[src/sv/psc_pkg.sv]
package psc_pkg;

	// Scan constants
	localparam int unsigned RUN_NEEDED  = 15;
	localparam int unsigned BYTE_BITS   = 8;
	localparam logic [7:0]  ZERO_MASK   = 8'hf0;
	localparam int unsigned QUEUE_DEPTH = 2;

	// Rewind codes
	localparam logic [1:0] REWIND_NONE = 2'd0;
	localparam logic [1:0] REWIND_SAME = 2'd2;
	localparam logic [1:0] REWIND_NEXT = 2'd3;

	// One classified byte, passed from the front to the back
	typedef struct packed {
		logic [7:0] data;
		logic       is_zero;
		logic [2:0] lz;
		logic [3:0] tz;
	} cls_t;

	// Handshake pair between two parts
	typedef struct packed {
		logic valid;
		logic ready;
	} hs_t;

	// Leading zeros of a nonzero byte (0 to 7)
	function automatic logic [2:0] lead_zeros(input logic [7:0] b);
		logic [2:0] n;
		logic       hit;
		n   = '0;
		hit = 1'b0;
		for (int i = 7; i >= 0; i--) begin
			if (!hit && b[i]) begin
				n   = 3'(7 - i);
				hit = 1'b1;
			end
		end
		return n;
	endfunction

	// Trailing zeros, 8 for a zero byte
	function automatic logic [3:0] trail_zeros(input logic [7:0] b);
		logic [3:0] n;
		logic       hit;
		n   = 4'(BYTE_BITS);
		hit = 1'b0;
		for (int i = 0; i < 8; i++) begin
			if (!hit && b[i]) begin
				n   = 4'(i);
				hit = 1'b1;
			end
		end
		return n;
	endfunction

endpackage

[src/sv/psc_byte_if.sv]
interface psc_byte_if;
	logic       valid;
	logic       ready;
	logic [7:0] data_byte;

	modport source (output valid, output data_byte, input ready);
	modport sink (input valid, input data_byte, output ready);
endinterface

[src/sv/psc_result_if.sv]
interface psc_result_if;
	logic       valid;
	logic       ready;
	logic       found;
	logic [1:0] rewind;

	modport source (output valid, output found, output rewind, input ready);
	modport sink (input valid, input found, input rewind, output ready);
endinterface

[src/sv/psc_front.sv]
module psc_front (
	input  logic           clk,
	input  logic           arst_n,
	input  logic           in_valid,
	output logic           in_ready,
	input  logic [7:0]     in_data,
	output psc_pkg::hs_t   push_hs,
	input  logic           push_ready,
	output psc_pkg::cls_t  push_cls
);
	import psc_pkg::*;

	logic valid_s1;
	cls_t cls_s1;
	logic take;

	// Stage register empties when the queue takes it
	assign in_ready = !valid_s1 || push_ready;
	assign take     = in_valid && in_ready;

	always_ff @(posedge clk or negedge arst_n) begin
		if (!arst_n) begin
			valid_s1 <= 1'b0;
		end else if (in_ready) begin
			valid_s1 <= in_valid;
		end
	end

	// Classify the byte on the way in
	always_ff @(posedge clk) begin
		if (take) begin
			cls_s1.data    <= in_data;
			cls_s1.is_zero <= (in_data == 8'h00);
			cls_s1.lz      <= lead_zeros(in_data);
			cls_s1.tz      <= trail_zeros(in_data);
		end
	end

	assign push_hs.valid = valid_s1;
	assign push_hs.ready = push_ready;
	assign push_cls      = cls_s1;
endmodule

[src/sv/psc_queue.sv]
module psc_queue #(
	parameter int unsigned DEPTH = psc_pkg::QUEUE_DEPTH
) (
	input  logic           clk,
	input  logic           arst_n,
	input  logic           push_valid,
	output logic           push_ready,
	input  psc_pkg::cls_t  push_cls,
	output logic           pop_valid,
	input  logic           pop_ready,
	output psc_pkg::cls_t  pop_cls
);
	import psc_pkg::*;

	localparam int unsigned PTR_W = (DEPTH > 1) ? $clog2(DEPTH) : 1;
	localparam int unsigned CNT_W = $clog2(DEPTH + 1);
	localparam logic [PTR_W-1:0] LAST = PTR_W'(DEPTH - 1);

	cls_t             mem_q [DEPTH];
	logic [PTR_W-1:0] wr_ptr_q;
	logic [PTR_W-1:0] rd_ptr_q;
	logic [CNT_W-1:0] count_q;
	logic             push;
	logic             pop;

	assign push_ready = (count_q != CNT_W'(DEPTH));
	assign pop_valid  = (count_q != '0);
	assign push       = push_valid && push_ready;
	assign pop        = pop_valid && pop_ready;
	assign pop_cls    = mem_q[rd_ptr_q];

	// Storage
	always_ff @(posedge clk) begin
		if (push) begin
			mem_q[wr_ptr_q] <= push_cls;
		end
	end

	// Pointers and fill count
	always_ff @(posedge clk or negedge arst_n) begin
		if (!arst_n) begin
			wr_ptr_q <= '0;
			rd_ptr_q <= '0;
			count_q  <= '0;
		end else begin
			if (push) begin
				wr_ptr_q <= (wr_ptr_q == LAST) ? '0 : wr_ptr_q + 1'b1;
			end
			if (pop) begin
				rd_ptr_q <= (rd_ptr_q == LAST) ? '0 : rd_ptr_q + 1'b1;
			end
			if (push && !pop) begin
				count_q <= count_q + 1'b1;
			end else if (pop && !push) begin
				count_q <= count_q - 1'b1;
			end
		end
	end
endmodule

[src/sv/psc_back.sv]
module psc_back (
	input  logic           clk,
	input  logic           arst_n,
	input  logic           pop_valid,
	output logic           pop_ready,
	input  psc_pkg::cls_t  pop_cls,
	output logic           out_valid,
	input  logic           out_ready,
	output logic           out_found,
	output logic [1:0]     out_rewind
);
	import psc_pkg::*;

	logic [3:0] zero_run_q;
	logic       armed_q;
	logic       pending_q;
	logic [7:0] pending_bits_q;
	logic [2:0] one_pos_q;
	logic       valid_q;
	logic       found_q;
	logic [1:0] rewind_q;

	logic [3:0] zero_run_d;
	logic       armed_d;
	logic       pending_d;
	logic [7:0] pending_bits_d;
	logic [2:0] one_pos_d;
	logic       found_d;
	logic [1:0] rewind_d;

	logic [2:0] sh;
	logic [7:0] chk_bits;
	logic [4:0] run_sum;
	logic [4:0] grow;
	logic [7:0] after_one;
	logic       step;

	// Output register frees up when taken
	assign pop_ready = !valid_q || out_ready;
	assign step      = pop_valid && pop_ready;

	// Scan update for one byte
	always_comb begin
		sh         = 3'd7 - one_pos_q;
		chk_bits   = pending_bits_q | (pop_cls.data >> sh);
		run_sum    = {1'b0, zero_run_q} + {2'b00, pop_cls.lz};
		grow       = {1'b0, zero_run_q} + 5'(BYTE_BITS);
		after_one  = (pop_cls.data << pop_cls.lz) << 1;

		zero_run_d     = zero_run_q;
		armed_d        = armed_q;
		pending_d      = pending_q;
		pending_bits_d = pending_bits_q;
		one_pos_d      = one_pos_q;
		found_d        = 1'b0;
		rewind_d       = REWIND_NONE;

		if (pending_q) begin
			// second half of a low-nibble candidate
			pending_d = 1'b0;
			if ((chk_bits & ZERO_MASK) == 8'h00 && armed_q) begin
				found_d  = 1'b1;
				rewind_d = REWIND_NEXT;
			end
			zero_run_d = pop_cls.tz;
			armed_d    = 1'b1;
		end else if (pop_cls.is_zero) begin
			zero_run_d = (grow > 5'(RUN_NEEDED)) ? 4'(RUN_NEEDED) : grow[3:0];
		end else if (run_sum >= 5'(RUN_NEEDED)) begin
			if (pop_cls.lz > 3'd3) begin
				pending_d      = 1'b1;
				pending_bits_d = after_one;
				one_pos_d      = pop_cls.lz;
			end else begin
				if ((after_one & ZERO_MASK) == 8'h00 && armed_q) begin
					found_d  = 1'b1;
					rewind_d = REWIND_SAME;
				end
				zero_run_d = pop_cls.tz;
				armed_d    = 1'b1;
			end
		end else begin
			zero_run_d = pop_cls.tz;
			armed_d    = 1'b1;
		end
	end

	// Scan state
	always_ff @(posedge clk or negedge arst_n) begin
		if (!arst_n) begin
			zero_run_q     <= '0;
			armed_q        <= 1'b0;
			pending_q      <= 1'b0;
			pending_bits_q <= '0;
			one_pos_q      <= '0;
		end else if (step) begin
			zero_run_q     <= zero_run_d;
			armed_q        <= armed_d;
			pending_q      <= pending_d;
			pending_bits_q <= pending_bits_d;
			one_pos_q      <= one_pos_d;
		end
	end

	// Result register
	always_ff @(posedge clk or negedge arst_n) begin
		if (!arst_n) begin
			valid_q <= 1'b0;
		end else if (pop_ready) begin
			valid_q <= pop_valid;
		end
	end

	always_ff @(posedge clk) begin
		if (step) begin
			found_q  <= found_d;
			rewind_q <= rewind_d;
		end
	end

	assign out_valid  = valid_q;
	assign out_found  = found_q;
	assign out_rewind = rewind_q;
endmodule

[src/sv/h261_psc_byte_scanner.sv]
// Channel   Dir   Payload               Handshake
// stream    in    data_byte[7:0]        valid / ready
// result    out   found, rewind[1:0]    valid / ready
//
// One byte per cycle sustained while results are taken; a byte's result passes through
// the classify register, a queue slot, then the scan update into the result register.
// The per-byte scan state update in the back part sets the rate: one update a cycle while the result register is free.
// arst_n clears the scan state, the queue and all valid flags at once.
// A stalled result holds the back part; the queue then lets the front
// part take bytes until it fills.
module h261_psc_byte_scanner #(
	parameter int unsigned QUEUE_DEPTH = psc_pkg::QUEUE_DEPTH
) (
	input  logic          clk,
	input  logic          arst_n,
	psc_byte_if.sink      stream,
	psc_result_if.source  result
);
	import psc_pkg::*;

	hs_t  push_hs;
	cls_t push_cls;
	logic push_ready;
	logic pop_valid;
	logic pop_ready;
	cls_t pop_cls;

	// Front: accept and classify
	psc_front u_front (
		.clk        (clk),
		.arst_n     (arst_n),
		.in_valid   (stream.valid),
		.in_ready   (stream.ready),
		.in_data    (stream.data_byte),
		.push_hs    (push_hs),
		.push_ready (push_ready),
		.push_cls   (push_cls)
	);

	// Queue between the two parts
	psc_queue #(
		.DEPTH (QUEUE_DEPTH)
	) u_queue (
		.clk        (clk),
		.arst_n     (arst_n),
		.push_valid (push_hs.valid),
		.push_ready (push_ready),
		.push_cls   (push_cls),
		.pop_valid  (pop_valid),
		.pop_ready  (pop_ready),
		.pop_cls    (pop_cls)
	);

	// Back: scan state and result
	psc_back u_back (
		.clk        (clk),
		.arst_n     (arst_n),
		.pop_valid  (pop_valid),
		.pop_ready  (pop_ready),
		.pop_cls    (pop_cls),
		.out_valid  (result.valid),
		.out_ready  (result.ready),
		.out_found  (result.found),
		.out_rewind (result.rewind)
	);

	// A found result carries a rewind of two or three bytes
	a_found_rewind: assert property (@(posedge clk) disable iff (!arst_n)
		(result.valid && result.found) |->
		(result.rewind == REWIND_SAME || result.rewind == REWIND_NEXT))
		else $error("found without a valid rewind");

	// No rewind without found
	a_rewind_none: assert property (@(posedge clk) disable iff (!arst_n)
		(result.valid && !result.found) |-> (result.rewind == REWIND_NONE))
		else $error("rewind set without found");

	// A classified byte blocked by a full queue stays in the front stage
	a_front_hold: assert property (@(posedge clk) disable iff (!arst_n)
		(push_hs.valid && !push_hs.ready) |=> push_hs.valid)
		else $error("front stage dropped a request");
endmodule

[src/flat_wrapper.sv]
// flat-port wrapper written by rule: the top's interface ports become plain ports
module h261_psc_byte_scanner_flat import psc_pkg::*;
#(
	parameter int unsigned QUEUE_DEPTH = psc_pkg::QUEUE_DEPTH
)
  (clk, arst_n, stream_valid, stream_data_byte, stream_ready, result_valid, result_found, result_rewind, result_ready);
  psc_byte_if stream_i ();
  psc_result_if result_i ();
  input  logic clk;
  input  logic arst_n;
  input wire logic [$bits(stream_i.valid)-1:0] stream_valid;
  input wire logic [$bits(stream_i.data_byte)-1:0] stream_data_byte;
  output wire logic [$bits(stream_i.ready)-1:0] stream_ready;
  output wire logic [$bits(result_i.valid)-1:0] result_valid;
  output wire logic [$bits(result_i.found)-1:0] result_found;
  output wire logic [$bits(result_i.rewind)-1:0] result_rewind;
  input wire logic [$bits(result_i.ready)-1:0] result_ready;
  assign stream_i.valid = stream_valid;
  assign stream_i.data_byte = stream_data_byte;
  assign stream_ready = stream_i.ready;
  assign result_valid = result_i.valid;
  assign result_found = result_i.found;
  assign result_rewind = result_i.rewind;
  assign result_i.ready = result_ready;
  h261_psc_byte_scanner #(.QUEUE_DEPTH(QUEUE_DEPTH)) u_core (.clk(clk), .arst_n(arst_n), .stream(stream_i), .result(result_i));
endmodule
[config.mk]
export PLATFORM = sky130hd
export DESIGN_NAME = h261_psc_byte_scanner_flat
export DESIGN_NICKNAME = d
export VERILOG_FILES = /design/src/sv/psc_pkg.sv /design/src/sv/psc_byte_if.sv /design/src/sv/psc_result_if.sv /design/src/sv/psc_front.sv /design/src/sv/psc_queue.sv /design/src/sv/psc_back.sv /design/src/sv/h261_psc_byte_scanner.sv /design/src/flat_wrapper.sv
export SDC_FILE = /design/constraint.sdc
export NUM_CORES = 1
export LEC_CHECK = 0
export BUFFER_PORTS_ARGS = -buffer_cell sky130_fd_sc_hd__buf_2
export CORE_MARGIN = 4
export CORE_UTILIZATION = 30
export CTS_BUF_LIST = sky130_fd_sc_hd__clkbuf_8
export DETAILED_ROUTE_END_ITERATION = 7
export PLACE_DENSITY = 0.49
export SYNTH_ARGS = -nofsm -noshare
export SYNTH_HDL_FRONTEND = slang
export SYNTH_HIERARCHICAL = 1
export SYNTH_SLANG_ARGS = --single-unit
export TNS_END_PERCENT = 5
[constraint.sdc]
create_clock -name clk -period 8.6 [get_ports clk]
set_input_delay 0.86 -clock clk [delete_from_list [all_inputs] [get_ports clk]]
set_output_delay 0.86 -clock clk [all_outputs]
set_load 0.02 [all_outputs]
Word level (Yosys, flattened, before mapping)
Memories as Yosys holds them, arrays and structs flattened.
Index checks and enable logic that the tools add are counted.
- memories: 1
- bits of input ports: 12
- memory bits (writable): 32
- word-level logic and storage cells: 167
- flip-flop bits (word level): 41
- bitwise logic cells: 3
- muxes and demuxes: 72
- $add $sub $neg: 7
- magnitude comparators: 3
- eq/ne operators: 4
- shifts and indexed selects: 2
- reduce and logical (&&, ||, !) cells: 54
- memory list (memory ; depth ; bits a word ; read ports ; clocked after memory_dff ; write ports ; line ; RTL):
    u_core.u_queue.mem_q ; 2 ; 16 ; 1 ; 0 ; 1 ; psc_queue.sv:19 ; cls_t mem_q [DEPTH];
- operator list (operator ; number):
    2-to-1 mux 1 bit ; 49
    logical NOT 8 bit ; 3
    2-to-1 mux 2 bit ; 12
    2-to-1 mux 4 bit ; 6
    logical AND 1 bit ; 21
    logical NOT 1 bit ; 18
    2-to-1 mux 3 bit ; 5
    OR 8 bit ; 1
    OR reduction 4 bit ; 2
    left shift 8 x 3 -> 7 bit ; 1
    right shift 8 x 3 -> 8 bit ; 1
    OR reduction 7 bit ; 1
    adder 4 x 3 -> 5 bit ; 1
    adder 4 x 4 -> 5 bit, second input constant ; 1
    greater-or-equal comparator 5 x 4 -> 1 bit, second input constant ; 1
    > comparator 5 x 4 -> 1 bit, second input constant ; 1
    AND reduction 5 bit ; 1
    inequality test 2 bit, second input constant ; 2
    inequality test 4 x 3 -> 1 bit, second input constant ; 1
    nonzero test 2 bit ; 2
    OR reduction 2 bit ; 2
    > comparator 3 x 2 -> 1 bit, second input constant ; 1
    inequality test 3 bit, second input constant ; 1
    AND reduction 3 bit ; 1
    7 further kinds ; 10

Depth between registers and ports, before layout
- depth after elaboration: 31
- gate-level depth with buffers: 9
- mapped depth without buffers: 8

By module
The synthesis kept the hierarchy.
- by module, submodules not included (module ; instances ; sequential area each (um2) ; area each (um2) ; cells an instance):
    psc_queue ; 1 ; 1061.0 ; 1402.6 ; 68
    psc_back ; 1 ; 410.4 ; 1021.0 ; 90
    psc_front ; 1 ; 505.5 ; 690.7 ; 47

Least setup slack after synthesis
No wires, ideal clock.
- path type: reg2reg
- start: reg u_core.u_queue.rd_ptr_q
- end: reg u_core.u_back.one_pos_q[0]
- data required time: 8475 ps
- data arrival time: 2809 ps
- path slack: 5666 ps
- library setup time: 125 ps
- clock period less this slack: 2934 ps
- stages on the path, launching flop included: 10
- cells stage by stage: dfrtp_1 -> buf_6 -> buf_12 -> mux2_4 -> fa_1 -> nand2b_1 -> or3_1 -> a41o_1 -> a21oi_2 -> mux2_2
- RTL lines (element ; line ; RTL):
    start: declaration ; psc_queue.sv:21 ; logic [PTR_W-1:0] rd_ptr_q;
    start signal: assignment ; psc_queue.sv:50 ; rd_ptr_q <= (rd_ptr_q == LAST) ? '0 : rd_ptr_q + 1'b1;
    end signal: assignment ; psc_back.sv:101 ; one_pos_q <= one_pos_d;
    end: declaration ; psc_back.sv:18 ; logic [2:0] one_pos_q;

==> impl_results.rst <==
.. list-table::
   :header-rows: 1

   * - Metric
     - Value
   * - Leading cell types in the layout, fill and taps excluded
     - sky130_fd_sc_hd__edfxtp_1, sky130_fd_sc_hd__dfrtp_1, sky130_fd_sc_hd__buf_2
   * - Number of hold buffers added after CTS
     - 0
   * - Library cell used as clock root buffer
     - sky130_fd_sc_hd__clkbuf_8
   * - Required time at the endpoint of the critical path
     - 8.82 ns
   * - Cell family contributing the most delay on the critical path
     - flip-flops
   * - Clock skew
     - 0.0104 ns
   * - Overall die width
     - 110 um
   * - RSZ-0062 raised after global routing
     - no
   * - Drt first pass iters
     - 4
   * - Maximum number of pins on one net before global-route repair
     - 20
   * - Vias per Instance
     - 4.47
   * - Total of buffers placed on input and output ports
     - 16
   * - Row Count
     - 36
   * - Depth of the critical timing path with buffers and inverters included
     - 8
   * - Logic gate share of total power
     - 35.0%
   * - Max stage delay on crit path
     - 0.91 ns
   * - Post-CTS resize count
     - 0
   * - Clock slew at the register clock pins of the worst setup and hold paths
     - 0.07 ns
   * - Ordered list of cells on the worst path
     - mux2_2 > ha_1 > fa_1 > nand2b_1 > or3_1 > a41o_1 > a21oi_2 > mux2_2
   * - Cts bufs inserted
     - 9
   * - Share of total power in sequential cells
     - 41.0%
   * - Length in cells of the worst reg-to-reg path
     - 8
   * - Final slew viol count
     - 0
   * - Max-cap check violation count
     - 0
   * - Routed Wire Length
     - 4960 um
   * - FF+latch area
     - 1980 sq um
   * - Number of warnings issued by yosys
     - 6
   * - Instance count of the mapped netlist
     - 204
   * - Die Span Y
     - 110 um
   * - Post-route clock period utilization
     - 43.6%
   * - Total negative slack for setup checks
     - 0 ns
   * - Worst supply voltage drop on vdd
     - 0.0977 mV
   * - RD Place Congestion
     - 0.735
   * - Critical path launch point type
     - flop
   * - Count of nets left with antenna violations after detail routing
     - 0
   * - Type of the most critical hold path
     - flop to flop
   * - First-pass GRT wire length
     - 8330 um
   * - Die footprint
     - 12000 sq um
   * - Number of buffers on the longest clock path
     - 2
   * - Layout overhead on the synthesized area
     - 13.7%
   * - Internal power component
     - 888 uW
   * - Capturing element type of the critical path
     - flop
   * - Power density normalized to cell area
     - 368 nW/um^2
   * - Final hold slack
     - 0.446 ns
   * - Worst slew slack as a fraction of its limit
     - 42.2%
   * - Net switching power figure
     - 410 uW
   * - # nets final
     - 242
   * - Grt total ovfl
     - 0
   * - Clock tree from TritonCTS
     - built
   * - Transition time at the pin with the least slew margin
     - 0.867 ns
   * - Leakage component of the power
     - 1.37 nW
   * - Placed wire-length estimate
     - 3510 um
   * - Number of antenna violations at the first check in global routing
     - 0
   * - Final-report setup violation count
     - 0
   * - Core area
     - 9910 sq um
   * - H-tree depth reported by CTS
     - 3
   * - Cell count of the worst hold path
     - 0
   * - Maximum frequency from static timing analysis
     - 267 MHz
   * - Synthesized Nets
     - 221
   * - DRT iter0 DRCs
     - 57
   * - Status
     - finished, final reports clean
   * - Clock Sinks
     - 69
   * - DR vias
     - 1623
   * - Slowest stage cell, crit path
     - sky130_fd_sc_hd__dfrtp_1
   * - Power share of the clock group
     - 23.9%
   * - Final-layout fill cell count
     - 979
   * - Multi-input combinational cell area
     - 1040 sq um
   * - Initial core utilization
     - 31.4%
   * - Dpl cells
     - 347
   * - Most prevalent standard cell on the critical path
     - sky130_fd_sc_hd__mux2_2
   * - Endpoints failing hold
     - 0
   * - Switching power share of the total
     - 31.6%
   * - Routed wirelength normalized by instance count
     - 13.7 um
   * - Worst path bufs/invs
     - 0
   * - Number of standard cells in the layout, taps in and fillers out
     - 363
   * - Clk_lat worst skew
     - 0.34 ns
   * - Type of the worst setup path
     - flop to flop
   * - Flop-to-flop setup slack
     - 4.85 ns
   * - Post-CTS Setup Bufs
     - 0
   * - Mapped cell area
     - 3110 sq um
   * - Overall global routing resource usage
     - 9.33%
   * - Number of global-route vias before repair
     - 1679
   * - Post-route DRC
     - 0
   * - Crit path arrival time
     - 3.97 ns
   * - Average cell area after synthesis
     - 15.2 sq um
   * - Leading cell type in the layout, fill and taps excluded
     - sky130_fd_sc_hd__edfxtp_1
   * - Overall Power
     - 1.30 mW
   * - Final critical delay including setup and external delays
     - 3.75 ns
   * - Critical path peak fanout
     - 17
   * - Fraction of final layout cells with drive strength greater than 1
     - 28.3%
   * - Ports
     - 17
   * - Inserted Diodes
     - 0
-- metrics by stage --
step / instance area, sq um / setup WS [ns] / utilization, %
detailed placement: 3290 / 4.82 / 33.2
CTS: 3530 / 4.80 / 35.6
finish: 3530 / 4.85 / 35.6
global placement: 3290 / 4.87 / 33.2
global route: 3530 / 4.61 / 35.6
floorplan: 3110 / 5.67 / -
-- worst reg2reg max path, cell delays in order (launching register included) --
cell	delay (ns)
sky130_fd_sc_hd__dfrtp_1	0.91
sky130_fd_sc_hd__mux2_2	0.53
sky130_fd_sc_hd__ha_1	0.26
sky130_fd_sc_hd__fa_1	0.45
sky130_fd_sc_hd__nand2b_1	0.19
sky130_fd_sc_hd__or3_1	0.33
sky130_fd_sc_hd__a41o_1	0.23
sky130_fd_sc_hd__a21oi_2	0.36
sky130_fd_sc_hd__mux2_2	0.38
-- worst paths after layout --
| check | startpoint | end |
|---|---|---|
| max | u_core/u_queue/rd_ptr_q$_DFFE_PN0P_ | u_core/u_back/one_pos_q[1]$_DFFE_PN0P_ |
| min | u_core/u_front/push_cls[14]$_DFFE_PP_ | u_core/u_queue/mem_q[1][14]$_DFFE_PP_ |
| max reg2reg | u_core/u_queue/rd_ptr_q$_DFFE_PN0P_ | u_core/u_back/one_pos_q[1]$_DFFE_PN0P_ |
| min reg2reg | u_core/u_front/push_cls[14]$_DFFE_PP_ | u_core/u_queue/mem_q[1][14]$_DFFE_PP_ |
| max in group asynchronous | arst_n | u_core/u_back/one_pos_q[0]$_DFFE_PN0P_ |
| min in group asynchronous | arst_n | u_core/u_front/valid_s1$_DFFE_PN0N_ |
-- power groups by stage --
stage | logic [mW] | registers (mW) | clock network (mW)
floorplan | 0.401 | 0.518 | 0
global placement | 0.460 | 0.539 | 0
detailed placement | 0.462 | 0.542 | 0
CTS | 0.463 | 0.535 | 0.323
global route | 0.502 | 0.545 | 0.339
finish | 0.455 | 0.533 | 0.311
-- flip-flops by register name, indices dropped and copies added (netlist names) --
name	count
u_core/u_back/out_rewind	2
u_core/u_queue/wr_ptr_q	1
u_core/u_back/out_valid	1
u_core/u_queue/count_q	2
u_core/u_back/pending_bits_q	4
u_core/u_front/valid_s1	1
u_core/u_back/one_pos_q	3
u_core/u_front/push_cls	16
u_core/u_back/zero_run_q	4
u_core/u_queue/mem_q	32
u_core/u_queue/rd_ptr_q	1
u_core/u_back/pending_q	1
u_core/u_back/armed_q	1
-- routing by layer --
layer	up-vias	wire (um)	global-route usage (%)
li1	811	-	-
met1	780	2400	12.3
met2	25	2330	13.8
met3	7	150	2.99
met4	0	81	4.54
met5	-	0	0
-- layout make-up --
type                    count  area share, %
repair buffers             16           2.27
clock inverters             7           3.26
clock buffers               9           3.51
flip-flops and latches     69           56.0
inverters                   9          0.956
well taps                 133           4.71
multi-input cells         120           29.3
No activity file was read; power rests on OpenSTA's default activity.
